### config.mk
export PLATFORM = sky130hd
export DESIGN_NAME = line_fold_at_column_unit
export DESIGN_NICKNAME = d
export VERILOG_FILES = /design/src/rtl/core/lfc_pkg.sv /design/src/rtl/core/lfc_useq.sv /design/src/rtl/core/line_fold_at_column_unit.sv
export VERILOG_INCLUDE_DIRS = /design/src /design/src/rtl/core
export SDC_FILE = /design/constraint.sdc
export NUM_CORES = 1
export LEC_CHECK = 0
export ABC_CLOCK_PERIOD_IN_PS = 6700
export BUFFER_PORTS_ARGS = -buffer_cell sky130_fd_sc_hd__buf_2
export CORE_ASPECT_RATIO = 1.5
export CORE_MARGIN = 3
export CORE_UTILIZATION = 62
export DETAILED_ROUTE_END_ITERATION = 16
export GPL_ROUTABILITY_DRIVEN = 0
export PLACE_DENSITY = 0.89
export SYNTH_ARGS = -nofsm -noshare
export SYNTH_HDL_FRONTEND = slang
export SYNTH_HIERARCHICAL = 1
export SYNTH_SLANG_ARGS = --single-unit
### constraint.sdc
create_clock -name clk -period 6.7 [get_ports clk]
set_input_delay 0.335 -clock clk [delete_from_list [all_inputs] [get_ports clk]]
set_output_delay 0.335 -clock clk [all_outputs]
set_load 0.02 [all_outputs]
### src/rtl/core/assert_macros.svh
// Assertion macros shared by the line fold RTL; they expect clk and rst in scope.
`ifndef ASSERT_MACROS_SVH
`define ASSERT_MACROS_SVH

// Same-cycle implication, ignored while reset is high
`define LFC_ASSERT_NOW(label, ante, cons) \
  label: assert property (@(posedge clk) disable iff (rst) (ante) |-> (cons)) \
    else $error("line fold check failed");

// Next-cycle implication, ignored while reset is high
`define LFC_ASSERT_NEXT(label, ante, cons) \
  label: assert property (@(posedge clk) disable iff (rst) (ante) |=> (cons)) \
    else $error("line fold check failed");

`endif

### src/rtl/core/lfc_pkg.sv
// Shared types, constants and the microcode table of the line fold block.
`timescale 1ns / 1ps

package lfc_pkg;

  localparam int CHAR_W = 8;
  localparam int FOLD_W = 6;
  localparam int MAX_WIDTH_DEF = 32;
  localparam logic [FOLD_W-1:0] FOLD_WIDTH_RST = 6'd9;

  localparam logic [CHAR_W-1:0] NL_CHAR = 8'd10;
  localparam logic [CHAR_W-1:0] SPACE_CHAR = 8'd32;
  localparam logic [CHAR_W-1:0] TAB_CHAR = 8'd9;

  // Microprogram step address
  typedef logic [1:0] upc_t;
  localparam upc_t UPC_IDLE = 2'd0;
  localparam upc_t UPC_EMIT = 2'd1;
  localparam upc_t UPC_NL = 2'd2;

  // Jump condition select
  typedef enum logic [1:0] {
    COND_FOLD    = 2'd0,
    COND_RD_DONE = 2'd1,
    COND_NL_SENT = 2'd2
  } cond_sel_t;

  // One control word
  typedef struct packed {
    logic      in_take;
    logic      rd_en;
    logic      nl_en;
    cond_sel_t cond;
    upc_t      target;
  } uword_t;

  // Status flags from the datapath to the sequencer
  typedef struct packed {
    logic fold_start;
    logic rd_done;
    logic nl_sent;
  } seq_cond_t;

  function automatic logic is_blank(input logic [CHAR_W-1:0] c);
    return (c == SPACE_CHAR) || (c == TAB_CHAR);
  endfunction

  // Control store: wait on the condition, then jump to target
  function automatic uword_t ucode_rom(input upc_t pc);
    uword_t w;
    w = '0;
    unique case (pc)
      UPC_IDLE: begin
        w.in_take = 1'b1;
        w.cond = COND_FOLD;
        w.target = UPC_EMIT;
      end
      UPC_EMIT: begin
        w.rd_en = 1'b1;
        w.cond = COND_RD_DONE;
        w.target = UPC_NL;
      end
      UPC_NL: begin
        w.nl_en = 1'b1;
        w.cond = COND_NL_SENT;
        w.target = UPC_IDLE;
      end
      default: begin
        w.cond = COND_NL_SENT;
        w.target = UPC_IDLE;
      end
    endcase
    return w;
  endfunction

endpackage

### src/rtl/core/lfc_useq.sv
// Microcode sequencer: step counter, control store lookup and conditional jumps.
`timescale 1ns / 1ps

module lfc_useq
  import lfc_pkg::*;
(
  input  logic      clk,
  input  logic      rst,
  input  seq_cond_t cond,
  output uword_t    ctl
);

  upc_t pc;
  upc_t pc_next;
  logic hit;

  assign ctl = ucode_rom(pc);

  // Evaluate the selected jump condition
  always_comb begin
    case (ctl.cond)
      COND_FOLD:    hit = cond.fold_start;
      COND_RD_DONE: hit = cond.rd_done;
      COND_NL_SENT: hit = cond.nl_sent;
      default:      hit = 1'b1;
    endcase
    pc_next = hit ? ctl.target : pc;
  end

  always_ff @(posedge clk) begin
    if (rst) begin
      pc <= UPC_IDLE;
    end else begin
      pc <= pc_next;
    end
  end

endmodule

### src/rtl/core/line_fold_at_column_unit.sv
// Top level of the line fold block: segment buffer, emit datapath and output register.
`timescale 1ns / 1ps
`include "assert_macros.svh"

// Greedy word-wrap line folder for a byte stream.
// Input channel: in_valid / in_stall / char_in, one text byte per item.
// Output channel: out_valid / out_stall / char_out / last; last marks the final
// byte produced for one input item. Folded segments end with a newline byte.
// Config: fold_width_we writes fold_width (0 acts as 1, above MAX_WIDTH acts as
// MAX_WIDTH); write it only while the block is idle.
// A byte that simply appends produces nothing.
// A newline or a byte arriving at a full buffer emits n buffered bytes and a
// newline, paced by the one-byte-per-cycle read port of the segment buffer
// (while the output does not stall) and by the microcode steps (accept, read
// loop, newline).
// After accept, the first emitted byte passes the read stage and then the output
// register while the output is free.
// The buffer is circular; a fold moves its head pointer instead of copying.
// Reset empties the buffer (length zero), restores fold_width to 9 and clears
// both valid flags; no clearing pass is needed. A stall on the output holds
// the output register and the read stage; the input is taken again as soon as
// the last newline of the previous item sits in the output register.
// A final line without a newline is never emitted.

module line_fold_at_column_unit
  import lfc_pkg::*;
#(
  parameter int MAX_WIDTH = MAX_WIDTH_DEF
) (
  input  logic              clk,
  input  logic              rst,
  input  logic              fold_width_we,
  input  logic [FOLD_W-1:0] fold_width,
  input  logic              in_valid,
  output logic              in_stall,
  input  logic [CHAR_W-1:0] char_in,
  output logic              out_valid,
  input  logic              out_stall,
  output logic [CHAR_W-1:0] char_out,
  output logic              last
);

  localparam int LW = $clog2(MAX_WIDTH + 1);
  localparam int AW = $clog2(MAX_WIDTH);
  localparam logic [LW:0] MAX_EXT = (LW + 1)'(MAX_WIDTH);

  // Logical buffer index to memory address, wrapping once
  function automatic logic [AW-1:0] phys_addr(input logic [AW-1:0] b,
                                              input logic [LW-1:0] idx);
    logic [LW:0] s;
    s = (LW + 1)'(b) + (LW + 1)'(idx);
    if (s >= MAX_EXT) begin
      s = s - MAX_EXT;
    end
    return AW'(s);
  endfunction

  uword_t    ctl;
  seq_cond_t cond;

  lfc_useq u_useq (
    .clk  (clk),
    .rst  (rst),
    .cond (cond),
    .ctl  (ctl)
  );

  logic [CHAR_W-1:0] mem [MAX_WIDTH];

  logic [FOLD_W-1:0] width_cfg;
  logic [LW-1:0]     len;
  logic [AW-1:0]     base;
  logic              has_blank;
  logic              tail_blank;
  logic [LW-1:0]     blank_pos;

  logic [CHAR_W-1:0] cmd_char;
  logic              cmd_nl;
  logic [LW-1:0]     emit_n;
  logic [LW-1:0]     cmd_keep;
  logic [AW-1:0]     cmd_base;

  logic [LW-1:0]     rd_idx;
  logic              rd_valid;
  logic [CHAR_W-1:0] rdata;

  logic [FOLD_W-1:0] eff6;
  logic [LW-1:0]     eff;
  logic              in_fire;
  logic              in_nl;
  logic              full;
  logic              split;
  logic              fold_start;
  logic              out_free;
  logic              rd_move;
  logic              rd_issue;
  logic              rd_done;
  logic              nl_push;
  logic              app_en;
  logic [LW-1:0]     app_idx;
  logic [AW-1:0]     app_addr;
  logic [CHAR_W-1:0] app_char;

  // Effective fold width and the fold decision for the arriving byte
  always_comb begin
    if (width_cfg == '0) begin
      eff6 = FOLD_W'(1);
    end else if (width_cfg > FOLD_W'(MAX_WIDTH)) begin
      eff6 = FOLD_W'(MAX_WIDTH);
    end else begin
      eff6 = width_cfg;
    end
    eff = LW'(eff6);
  end

  assign in_stall   = !ctl.in_take;
  assign in_fire    = in_valid && ctl.in_take;
  assign in_nl      = (char_in == NL_CHAR);
  assign full       = (len >= eff);
  // not a newline, buffer full, last char not blank and an earlier blank exists
  assign split      = !in_nl && full && !tail_blank && has_blank;
  assign fold_start = in_fire && (in_nl || full);

  // Emit pipeline: read stage feeds output register
  assign out_free = !out_valid || !out_stall;
  assign rd_move  = rd_valid && out_free;
  assign rd_issue = ctl.rd_en && (rd_idx != emit_n) && (!rd_valid || rd_move);
  assign rd_done  = ctl.rd_en && (rd_idx == emit_n);
  assign nl_push  = ctl.nl_en && !rd_valid && out_free;

  assign cond = '{fold_start: fold_start, rd_done: rd_done, nl_sent: nl_push};

  // Append port: plain append at accept, or held byte after a fold
  always_comb begin
    if (ctl.in_take) begin
      app_en   = in_fire && !in_nl && !full;
      app_idx  = len;
      app_addr = phys_addr(base, len);
      app_char = char_in;
    end else begin
      app_en   = nl_push && !cmd_nl;
      app_idx  = cmd_keep;
      app_addr = phys_addr(cmd_base, cmd_keep);
      app_char = cmd_char;
    end
  end

  // Segment buffer memory
  always_ff @(posedge clk) begin
    if (app_en) begin
      mem[app_addr] <= app_char;
    end
    if (rd_issue) begin
      rdata <= mem[phys_addr(base, rd_idx)];
    end
  end

  // Latch the fold command
  always_ff @(posedge clk) begin
    if (fold_start) begin
      cmd_char <= char_in;
      cmd_nl   <= in_nl;
      if (split) begin
        emit_n   <= blank_pos;
        cmd_keep <= len - blank_pos - LW'(1);
        cmd_base <= phys_addr(base, blank_pos + LW'(1));
      end else begin
        emit_n   <= len;
        cmd_keep <= '0;
        cmd_base <= '0;
      end
    end
  end

  // Buffer bookkeeping
  always_ff @(posedge clk) begin
    if (rst) begin
      width_cfg  <= FOLD_WIDTH_RST;
      len        <= '0;
      base       <= '0;
      has_blank  <= 1'b0;
      tail_blank <= 1'b0;
    end else begin
      if (fold_width_we) begin
        width_cfg <= fold_width;
      end
      if (nl_push) begin
        base      <= cmd_nl ? '0 : cmd_base;
        len       <= '0;
        has_blank <= 1'b0;
        tail_blank <= 1'b0;
      end
      if (app_en) begin
        len <= app_idx + LW'(1);
        if (is_blank(app_char)) begin
          has_blank  <= 1'b1;
          tail_blank <= 1'b1;
        end else begin
          tail_blank <= 1'b0;
        end
      end
    end
  end

  always_ff @(posedge clk) begin
    if (app_en && is_blank(app_char)) begin
      blank_pos <= app_idx;
    end
  end

  // Read index and read stage valid
  always_ff @(posedge clk) begin
    if (rst) begin
      rd_valid <= 1'b0;
      rd_idx   <= '0;
    end else begin
      if (fold_start) begin
        rd_idx <= '0;
      end else if (rd_issue) begin
        rd_idx <= rd_idx + LW'(1);
      end
      if (rd_issue) begin
        rd_valid <= 1'b1;
      end else if (rd_move) begin
        rd_valid <= 1'b0;
      end
    end
  end

  // Output register
  always_ff @(posedge clk) begin
    if (rst) begin
      out_valid <= 1'b0;
    end else if (rd_move || nl_push) begin
      out_valid <= 1'b1;
    end else if (!out_stall) begin
      out_valid <= 1'b0;
    end
  end

  always_ff @(posedge clk) begin
    if (rd_move) begin
      char_out <= rdata;
      last     <= 1'b0;
    end else if (nl_push) begin
      char_out <= NL_CHAR;
      last     <= 1'b1;
    end
  end

  // Checks
  `LFC_ASSERT_NOW(a_take_with_pipe_empty, in_fire, !rd_valid)
  `LFC_ASSERT_NOW(a_len_bounded, 1'b1, len <= LW'(MAX_WIDTH))
  `LFC_ASSERT_NOW(a_rd_idx_bounded, ctl.rd_en, rd_idx <= emit_n)
  `LFC_ASSERT_NEXT(a_nl_ends_item, nl_push, out_valid && last && (char_out == NL_CHAR))

endmodule
# After elaboration in Yosys (flattened, before gate mapping)
# Memories as Yosys holds them, arrays and structs flattened. A register that Yosys moved wholly into a read port is not among the register bits.
# Index checks and enable logic that the tools add are counted.
# word_totals
register_bits,70
mem_count,1
inputBits,19
ramBits,256
output_inout_bits,11
elab_cells,116
# op_classes
muxes,34
n_addsub,13
n_eq_ne,10
magnitude_cmp,6
n_reduce_logical,35
# memory_table
memory,words,width,read_ports,rd_clocked_by_memory_dff,write_ports,line,rtl
mem,32,8,1,1,1,line_fold_at_column_unit.sv:68,logic [CHAR_W-1:0] mem [MAX_WIDTH];
# ops
op,count
$mux W6,6
$mux W5,7
$add A5 B6 Y7,4
$ge A7 B6 Y1 const B,4
$mux W8,3
$sub A5 B1 Y5 const B,4
$add A6 B1 Y6 const B,3
$eq A8 B4 Y1 const B,2
$mux W1,16
$logic_and A1 B1 Y1,15
$eq A8 B6 Y1 const B,1
$logic_not A1 Y1,8
$pmux W4 S2,1
$eq A6 B6 Y1,1
$ge A6 B6 Y1,1
$gt A6 B6 Y1 const B,1
$logic_not A6 Y1,1
$ne A6 B6 Y1,1
$reduce_bool A2 Y1,3
$sub A6 B1 Y6 const B,1
$sub A6 B6 Y6,1
$logic_or A1 B1 Y1,5
$eq A2 B1 Y1 const B,2
$eq A2 B2 Y1 const B,2
4 further kinds,5

# Logic depth before layout (Yosys ltp)
# depth
word_depth,9
depth_mapped,12
mapped_depth_nobuf,12

# By module
# The synthesis kept the hierarchy.
# by_module_without_submodules
module,seq_area_each_um2,cells_per_inst,n_inst,area_per_inst_um2
line_fold_at_column_unit,9689.3,801,1,14086.0
lfc_useq,40.0,17,1,145.1

# Least setup slack after synthesis
# No wires, ideal clock.
# synth_path
path_kind,register -> register
from,register width_cfg[1]
to,"memory mem[10][0], enable pin"
required_ns,6.330
path_buffers,2
t_arrival_ns,2.710
setup_ns,0.370
stages_incl_launch_ff,13
slack_ns,3.620
synth_period_minus_slack_ns,3.080
path_cell_list,dfxtp_1 nor4_1 nor2_1 nor2_1 ha_1 nand2b_4 a21oi_2 o221ai_2 o31a_1 buf_6 or3b_1 buf_6 nor2_1
# synth_between
elab_chain_len,9
word_cells_on_any_way,10
cone_classes,order compare: 2; mux: 5; reduce/logical: 3
# synth_lines
item,line,rtl
start: declaration,line_fold_at_column_unit.sv:70,logic [FOLD_W-1:0] width_cfg;
start signal: assignment,line_fold_at_column_unit.sv:185,width_cfg <= fold_width;
$gt A6 B6 Y1,line_fold_at_column_unit.sv:108,end else if (width_cfg > FOLD_W'(MAX_WIDTH)) begin
$mux W6,line_fold_at_column_unit.sv:108,
$mux W6 *,line_fold_at_column_unit.sv:106,if (width_cfg == '0) begin
$ge A6 B6 Y1 *,line_fold_at_column_unit.sv:119,assign full = (len >= eff);
$logic_not A1 Y1 *,line_fold_at_column_unit.sv:136,app_en = in_fire && !in_nl && !full;
$logic_and A1 B1 Y1 *,line_fold_at_column_unit.sv:136,
$mux W1 *,line_fold_at_column_unit.sv:135,if (ctl.in_take) begin
$mux W1 *,line_fold_at_column_unit.sv:150,if (app_en) begin
$mux W1 (implied by the code) *,line_fold_at_column_unit.sv:151,mem[app_addr] <= app_char;
end: declaration,line_fold_at_column_unit.sv:68,
# Mark *: on every way between the ends. The rest lies on a longest branch, timed or not.

# Final worst setup path
# layout_path
from,register width_cfg[1]
to,"memory mem[12][0], enable pin"
# Same word-level chain as after synthesis.

==> metrics.md <==
| Metric | Value |
|---|---|
| Status | `complete, no violations` |
| CTS Buf Count | `29` |
| Die footprint | `~0.025 mm^2` |
| Normalized max-slew margin | `about a quarter` |
| Fin crit period | `3.92 ns` |
| WL per Instance | `approximately 26 um` |
| Area delta synth->final | `9.95%` |
| Skew-Pair Late Insertion Delay | `0.55 ns` |
| Core Area | `about 0.022 mm^2` |
| Number of global-route vias before repair | `~7.7k` |
| Final Core Density | `a little over two thirds` |
| Syn Inst Count | `roughly 820` |
| Most frequent CP cell | `nor2_1` |
| P_leak | `5.23 nW` |
| Crit. End Element | `flip-flop` |
| Final Setup Violations | `0` |
| Root buf cell | `clkbuf_16` |
| Slowest CP cell | `nor2_1` |
| Synth Net Count | `870` |
| WP data arrival | `about 4.1 ns` |
| First-pass GRT wire length | `46700 um` |
| Max cap viols | `0` |
| Hold Path Origin | `fold_width[3]` |
| Syn_area_per_cell | `17.4 um^2` |
| F_max | `0.255 GHz` |
| Period utilisation layout | `between 50 and 60%` |
| Crit path buf inv count | `0` |
| CP Launch Type | `flip-flop` |
| Top Family by Delay on Critical Path | `simple AND/OR/NAND/NOR gates` |
| Reg2reg path depth | `10` |
| CP peak stage delay | `0.78 ns` |
| CP required | `between 6 and 7 ns` |
| R2R Path End | `mem[12][0]` |
| N_diodes | `0` |
| Antenna violations before repair | `0` |
| Htree depth | `1` |
| Ratio of cells with drive above 1 in the final layout | `~23%` |
| Die Wd | `between 100 and 150 um` |
| Clock tree buffer depth | `3` |
| Total Nets Final | `905` |
| Initial core utilization | `approximately 63%` |
| Mapped cell area | `between 0.01 and 0.015 mm^2` |
| Post-DRT Antenna Nets | `0` |
| Pin count of the biggest net entering global routing | `65` |
| TritonCTS clock tree | `done` |
| WL final | `~30000 um` |
| CP cell instances | `nor4_1, nor2_1, nor2_1, ha_1, nand2b_4, a21oi_2, o221ai_2, o31ai_2, nand3_1, nor2_1` |
| Worst-path maximum fanout | `8` |
| Pins Over Slew Limit | `0` |
| Row cnt | `between 60 and 70` |
| Die Ht | `191 um` |
| RSZ-0062 raised after global routing | `no` |
| Peak supply drop | `around 0.23 mV` |
| Setup total negative slack | `0 ns` |
| Worst-path clk slew | `approximately 0.070 ns` |
| Ports | `30` |
| Total GRT Usage | `25.4%` |
| Crit Path Class | `flip-flop to flip-flop` |
| DRT Pass-1 Iters | `7` |
| Iter 0 DRT Violations | `slightly above 1k` |
| Hold WC Path Type | `input pin to flip-flop` |
| Clk sinks | `334` |
| Synth warn | `6` |
| PortBufs | `29` |
| PwrDens | `just over 300 mW/mm^2` |
| Total power | `about 4.8 mW` |
| Hold Path Depth | `2` |
| Detailed placer's ending HPWL | `approximately 20000 um` |
| Flop2flop setup slack | `2.78 ns` |
| Drc violations | `0` |
| Seq. cell area | `0.00973 mm^2` |
| Tightest Pin Transition | `1.11 ns` |
| Final Hold Fails | `0` |
| Crit Reg-Reg Startpoint | `width_cfg[1]` |
| Critical path depth in cells | `10` |
| Fillers | `1372` |
| GRT overflow | `0` |
| Vias per cell | `approximately 6.6` |
| Resize count post-CTS | `0` |
| Multi-input gate area | `0.00428 mm^2` |
| Worst Hold End | `width_cfg[3]` |
| Clock skew | `roughly 0.012 ns` |
| Detailed-route via count | `between 7k and 8k` |
==> power by group <==
part	switching [mW]	total [mW]	internal, mW
sequential	0.0392	2.44	2.40
clock	0.762	1.76	1.00
combinational	0.358	0.579	0.222
total	1.16	4.79	3.63
==> repair_timing <==
item | CTS | global route
hold endpoints to repair | 2 | 0
hold buffers | 2 | 0
setup buffers | 0 | 0
==> flip-flops by register name, indices dropped and copies added, names as in the netlist, 8 cells and up <==
register / cells
char_out: 8
cmd_char: 8
mem: 256
rdata: 8
==> area by class of cell <==
| type | instances | area share (%) |
|---|---|---|
| clock buffer | 29 | 4.64 |
| tap | 276 | 2.21 |
| timing repair buffer | 36 | 1.30 |
| inverter | 14 | 0.336 |
| multi-input combinational | 436 | 27.4 |
| sequential | 334 | 62.2 |
| clock inverter | 25 | 1.93 |
==> how the worst max path moves through the flow <==
stage	startpoint	end	slack, ns
global placement	width_cfg[1]	mem[0][2]	2.93
detailed placement	width_cfg[1]	mem[20][1]	2.85
floorplan	width_cfg[1]	mem[10][0]	3.62
global route	width_cfg[1]	mem[4][0]	2.57
finish	width_cfg[1]	mem[12][0]	2.78
CTS	width_cfg[1]	mem[12][7]	2.85
==> per-layer routing <==
metal | wire [um] | GRT usage (%) | up-vias | part of all wire, %
li1 | - | - | 3282 | -
met3 | 1960 | 3.08 | 70 | 6.5
met1 | 10800 | 32.4 | 3812 | 36
met2 | 16300 | 44.3 | 377 | 54
met4 | 1300 | 10.1 | 0 | 4.3
met5 | 0 | 0 | - | 0
==> placed cells by master, fill, tap and decap left out, drive strengths merged, types with 8 or more instances in the layout <==
| cell type | n |
|---|---|
| buf | 34 |
| edfxtp | 304 |
| nand3 | 17 |
| clkinv | 8 |
| nand2 | 21 |
| xnor2 | 26 |
| o22ai | 8 |
| xor2 | 13 |
| dfxtp | 30 |
| and3 | 11 |
| mux2i | 27 |
| nor2 | 71 |
| ha | 30 |
| clkbuf | 29 |
| mux2 | 35 |
| a21oi | 32 |
| mux4 | 64 |
| a21o | 10 |
| a221oi | 8 |
| inv | 19 |
==> through the flow <==
step / instances / hold slack (ns) / setup WS, ns / instance area, um^2
CTS: 1150 / 0.00165 / 2.85 / 15600
detailed placement: 1094 / 0.467 / 2.85 / 14600
global placement: 1094 / 0.439 / 2.93 / 14600
global route: 1150 / 0.0101 / 2.57 / 15600
floorplan: 816 / 0.400 / 3.62 / 14200
finish: 1150 / 0.0110 / 2.78 / 15600
Power figures use the tool's default switching activity.
